[src/hw/rtl/gbts_pkg.sv]
// Shared types, codes and defaults for the gap buffer text store.
package gbts_pkg;

    // Default text capacity in bytes
    localparam int CAPACITY_DEF = 1024;

    // Operation codes
    localparam logic [2:0] OP_INSERT  = 3'd0;
    localparam logic [2:0] OP_MOVE    = 3'd1;
    localparam logic [2:0] OP_DEL_LFT = 3'd2;
    localparam logic [2:0] OP_DEL_RGT = 3'd3;
    localparam logic [2:0] OP_READ    = 3'd4;

    // Result status codes
    localparam logic [1:0] ST_OK    = 2'd0;
    localparam logic [1:0] ST_FULL  = 2'd1;
    localparam logic [1:0] ST_CLAMP = 2'd2;
    localparam logic [1:0] ST_RANGE = 2'd3;

    // One input item
    typedef struct packed {
        logic [2:0]         opcode;
        logic [7:0]         char_in;
        logic               string_end;
        logic signed [11:0] move_offset;
        logic [10:0]        amount;
        logic [9:0]         read_index;
    } item_t;

    // One result item
    typedef struct packed {
        logic [1:0]  status;
        logic [7:0]  read_data;
        logic [10:0] cursor;
        logic [10:0] text_length;
    } result_t;

    // Commands from the controller to the datapath
    typedef struct packed {
        logic accept;
        logic exec;
        logic step;
        logic load_out;
    } ctl_cmd_t;

    // Status from the datapath to the controller
    typedef struct packed {
        logic op_move;
        logic op_read;
        logic cnt_zero;
    } dp_stat_t;

endpackage

[src/hw/rtl/gbts_ctrl.sv]
// Controller: sequences accept, execute, gap move steps and result transfer.
module gbts_ctrl (
    input  logic               clk,
    input  logic               rst_n,
    input  logic               in_valid,
    output logic               in_ready,
    output logic               out_valid,
    input  logic               out_ready,
    input  gbts_pkg::dp_stat_t stat,
    output gbts_pkg::ctl_cmd_t cmd
);

    localparam logic [1:0] S_IDLE = 2'd0;
    localparam logic [1:0] S_EXEC = 2'd1;
    localparam logic [1:0] S_MOVE = 2'd2;
    localparam logic [1:0] S_FIN  = 2'd3;

    logic [1:0] state_reg, state_next;
    logic       out_valid_reg, out_valid_next;
    logic       out_free;

    assign in_ready = state_reg == S_IDLE;
    assign out_free = !out_valid_reg || out_ready;

    // Next state and commands
    always_comb
    begin
        state_next   = state_reg;
        cmd.accept   = 1'b0;
        cmd.exec     = 1'b0;
        cmd.step     = 1'b0;
        cmd.load_out = 1'b0;
        unique case (state_reg)
            S_IDLE:
            begin
                if (in_valid)
                begin
                    cmd.accept = 1'b1;
                    state_next = S_EXEC;
                end
            end
            S_EXEC:
            begin
                cmd.exec = 1'b1;
                if (stat.op_move)
                    state_next = S_MOVE;
                else if (stat.op_read)
                    state_next = S_FIN;
                else if (out_free)
                begin
                    cmd.load_out = 1'b1;
                    state_next   = S_IDLE;
                end
                else
                    state_next = S_FIN;
            end
            S_MOVE:
            begin
                if (stat.cnt_zero)
                    state_next = S_FIN;
                else
                    cmd.step = 1'b1;
            end
            S_FIN:
            begin
                if (out_free)
                begin
                    cmd.load_out = 1'b1;
                    state_next   = S_IDLE;
                end
            end
        endcase
    end

    // Hold the result until its transfer
    always_comb
    begin
        if (cmd.load_out)
            out_valid_next = 1'b1;
        else if (out_ready)
            out_valid_next = 1'b0;
        else
            out_valid_next = out_valid_reg;
    end

    always_ff @(posedge clk or negedge rst_n)
    begin
        if (!rst_n)
        begin
            state_reg     <= S_IDLE;
            out_valid_reg <= 1'b0;
        end
        else
        begin
            state_reg     <= state_next;
            out_valid_reg <= out_valid_next;
        end
    end

    assign out_valid = out_valid_reg;

endmodule

[config.mk]
export PLATFORM = sky130hd
export DESIGN_NAME = gbts_ctrl
export DESIGN_NICKNAME = d
export VERILOG_FILES = /design/src/hw/rtl/gbts_pkg.sv /design/src/hw/rtl/gbts_ctrl.sv
export SDC_FILE = /design/constraint.sdc
export NUM_CORES = 1
export LEC_CHECK = 0
export ABC_CLOCK_PERIOD_IN_PS = 990
export BUFFER_PORTS_ARGS = -buffer_cell sky130_fd_sc_hd__clkbuf_2
export CAP_MARGIN = 10
export CORE_AREA = 2 2 39 41
export CTS_BUF_LIST = sky130_fd_sc_hd__clkbuf_4
export DETAILED_ROUTE_END_ITERATION = 10
export DIE_AREA = 0 0 41 43
export PLACE_DENSITY = 0.39
export SLEW_MARGIN = 20
export SYNTH_ARGS = -nofsm -noshare
export SYNTH_HDL_FRONTEND = slang
export SYNTH_SLANG_ARGS = --single-unit
[constraint.sdc]
create_clock -name clk -period 0.99 [get_ports clk]
set_clock_uncertainty 0.15 [all_clocks]
set_input_delay 0.099 -clock clk [delete_from_list [all_inputs] [get_ports clk]]
set_output_delay 0.099 -clock clk [all_outputs]
set_load 0.005 [all_outputs]
==> metrics.md <==
| Metric | Value |
|---|---|
| Outcome | `complete, but fails checks` |
| Failing checks | `negative setup slack` |
| Worst setup SP type | `register` |
| Critical path buffer and inverter count | `1` |
| Synth Area in XOR/XNOR | `0%` |
| Post-Synthesis Cells | `19` |
| Horiz. Die Dim | `41 um` |
| Fin worst setup slack | `-335 ps` |
| Area of the multi-input gates | `~120 um^2` |
| Post-Syn Nets | `26` |
| Sequential cell area | `approximately 78 um^2` |
| Vias | `211` |
| Area Growth Syn to Fin | `98.7%` |
| Tightest Hold Check Type | `in -> reg` |
| Worst Path Required | `740 ps` |
| Final WL | `540 um` |
| Grt ovf | `0` |
| Worst-path maximum fanout | `5` |
| Slew @ Worst Pin | `153 ps` |
| Syn_area_per_cell | `between 10 and 15 um^2` |
| Time the worst path needs with I/O delays and setup | `between 1000 and 1500 ps` |
| Async S/R FF share, synth | `100%` |
| Antenna Cells | `0` |
| Lkg Pwr | `between 0.15 and 0.2 nW` |
| Core box area | `roughly 1400 um^2` |
| Via-to-Cell Ratio | `3.77` |
| Top post-synthesis cells by area | `dfrtp_1, nor3_4, o21ba_4` |
| Post-route ant nets | `0` |
| Delay-heaviest family, CP | `flip-flops` |
| Drt wl/cell | `9.64 um` |
| Rows | `14` |
| Largest family of logic cells by synthesized area | `compound AO/OA/AOI/OAI gates` |
| Synth cell count leaders | `dfrtp_1, nor2_1, inv_1` |
| CP Capture Type | `output port` |
| DIE HEIGHT | `approximately 43 um` |
| Max incr delay on CP | `430 ps` |
| Post-synthesis mux area share | `5.16%` |
| Gr usage total | `7.14%` |
| Slowest CP cell | `dfrtp_2` |
| Synth Flop Type | `dfrtp_1` |
| HPWL after DPL | `425 um` |
| Yosys cell types | `14` |
| Fillers | `~160` |
| Post-synthesis sequential area ratio | `38.7%` |
| Max-slew headroom | `89.6%` |
| Post-synthesis simple-gate area fraction | `around 23%` |
| CP Cell Sequence | `o21ba_4 -> nor3_4 -> buf_2` |
| Cell Pwr Density | `3230 nW/um^2` |
| # port buffers | `12` |
| Yosys top cell by area | `dfrtp_1` |
| Largest net degree at the start of global routing | `6` |
| DR pass1 iterations | `2` |
| Synth Warn # | `0` |
| Setup violators final | `8` |
| Placer Congestion | `0.656` |
| Starting Density | `14.0%` |
| Worst vdd ir | `1110 uV` |
| MaxCap Viol Count | `0` |
| Compound-Gate Fraction of Synth Area | `between 20% and 30%` |
| Design area | `385 um^2` |
| Htree depth | `1` |
| # nets final | `48` |
| Arrival @ worst endpoint | `1080 ps` |
| RSZ-0062 raised after global routing | `true` |
| Vias in the first global route | `about 230` |
| Flops & latches, synth | `3` |
| Period utilization | `134%` |
| Cell Area, Placed | `285 um^2` |
| Final Hold Viols | `0` |
| CTS tree | `yes` |
| Synth top area share | `between 30% and 40%` |
| DRC violations left | `0` |
| CTS Buffer Depth | `2` |
| Max Freq | `755 MHz` |
| Worst-path clk slew | `40 ps` |
| Clk root buf | `clkbuf_4` |
| EDFF count, synth | `0` |
| Syn Std Cell Area | `194 um^2` |
| First-pass GRT wire length | `821 um` |
| Total negative slack | `-1760 ps` |
| Initial antenna violation count | `0` |
| Hold Path Origin | `stat[1]` |
| Layout cell share with drive strength beyond 1 | `roughly 78%` |
| Synth Area in Adders | `0%` |
| CTS Sinks | `3` |
| CTS buffer count | `3` |
| First DRT Iteration DRCs | `1` |
| Die area | `1760 um^2` |
| Worst-Skew Late Latency | `between 200 and 250 ps` |
| Slew Limit Fails | `0` |
| Critical path class | `reg -> out` |
| I/O pins | `13` |
layout make-up:
class,count,area share (%)
multi-input cells,13,31.5
inverters,2,1.95
repair buffers,18,33.4
well taps,16,5.19
clock buffers,4,7.79
flip-flops and latches,3,20.1
power breakdown:
group,leakage [nW],switching [mW],total [mW],internal (mW)
sequential,0.0334,0.0769,0.271,0.194
combinational,0.138,0.274,0.731,0.457
clock,0.0184,0.0642,0.243,0.178
total,0.190,0.415,1.24,0.830
metal layers:
layer  global-route usage [%]  wire length (um)  up-vias
li1                         -                 -      104
met1                     9.03               265       96
met2                     8.75               224       11
met3                     4.71                50        0
met4                     4.00                 0        0
met5                        0                 0        -
path summary, 6_finish.rpt:
check	cells after the start	slack [ps]	endpoint
worst max-delay path	3	-330	cmd[0]
worst min-delay path	3	40	state_reg[0]$_DFFE_PN0P_
worst max register to register	4	-230	state_reg[0]$_DFFE_PN0P_
worst min register to register	1	380	state_reg[0]$_DFFE_PN0P_
max in group asynchronous	2	520	asynchronous set/reset pin
min in group asynchronous	2	50	state_reg[0]$_DFFE_PN0P_
timing repair:
| action | CTS | global route |
|---|---|---|
| setup endpoints to repair | 8 | 9 |
| setup buffers | 3 | 1 |
| hold buffers | 1 | 0 |
| endpoints found under the hold margin | 3 | 0 |
| pin swaps | 1 | 4 |
| gates resized for setup | 3 | 8 |
kinds of logic (layout without fill, tap and decap cells):
| logic type | after synthesis | count (layout) |
|---|---|---|
| DFF | 3 | 3 |
| AOI/OAI and AO/OA | 5 | 5 |
| buffers and inverters | 3 | 24 |
| muxes | 1 | 1 |
| and+or+nand+nor | 7 | 7 |
stage by stage:
| stage | hold slack [ps] | power (mW) | worst slack, ps | instances | util [%] |
|---|---|---|---|---|---|
| detailed placement | -251 | 0.762 | -118 | 47 | 20.6 |
| finish | 38.1 | 1.24 | -335 | 56 | 27.8 |
| floorplan | -347 | 0.587 | -61.6 | 19 | - |
| global route | 36.3 | 1.35 | -377 | 56 | 27.8 |
| global placement | -253 | 0.757 | -111 | 47 | 20.6 |
| CTS | 34.7 | 1.14 | -363 | 55 | 25.7 |
tightest hold or removal path, cell delays in order:
cell and delay (ps):
clkbuf_2 110, a21oi_2 60, o22ai_2 110
cells in the final DEF, fill, tap and decap left out:
master / count
clkbuf_2: 10
buf_6: 5
clkbuf_4: 4
nor2_1: 2
dfrtp_2: 2
inv_2: 1
nor2b_4: 1
o21ba_4: 1
nor3_4: 1
inv_1: 1
nor3_1: 1
nor2_2: 1
and2_1: 1
o21bai_1: 1
mux2i_2: 1
a21oi_2: 1
a21o_1: 1
o22ai_2: 1
dlygate4sd3_1: 1
dfrtp_1: 1
buf_2: 1
buf_4: 1
(Power assumes the default switching activity.)
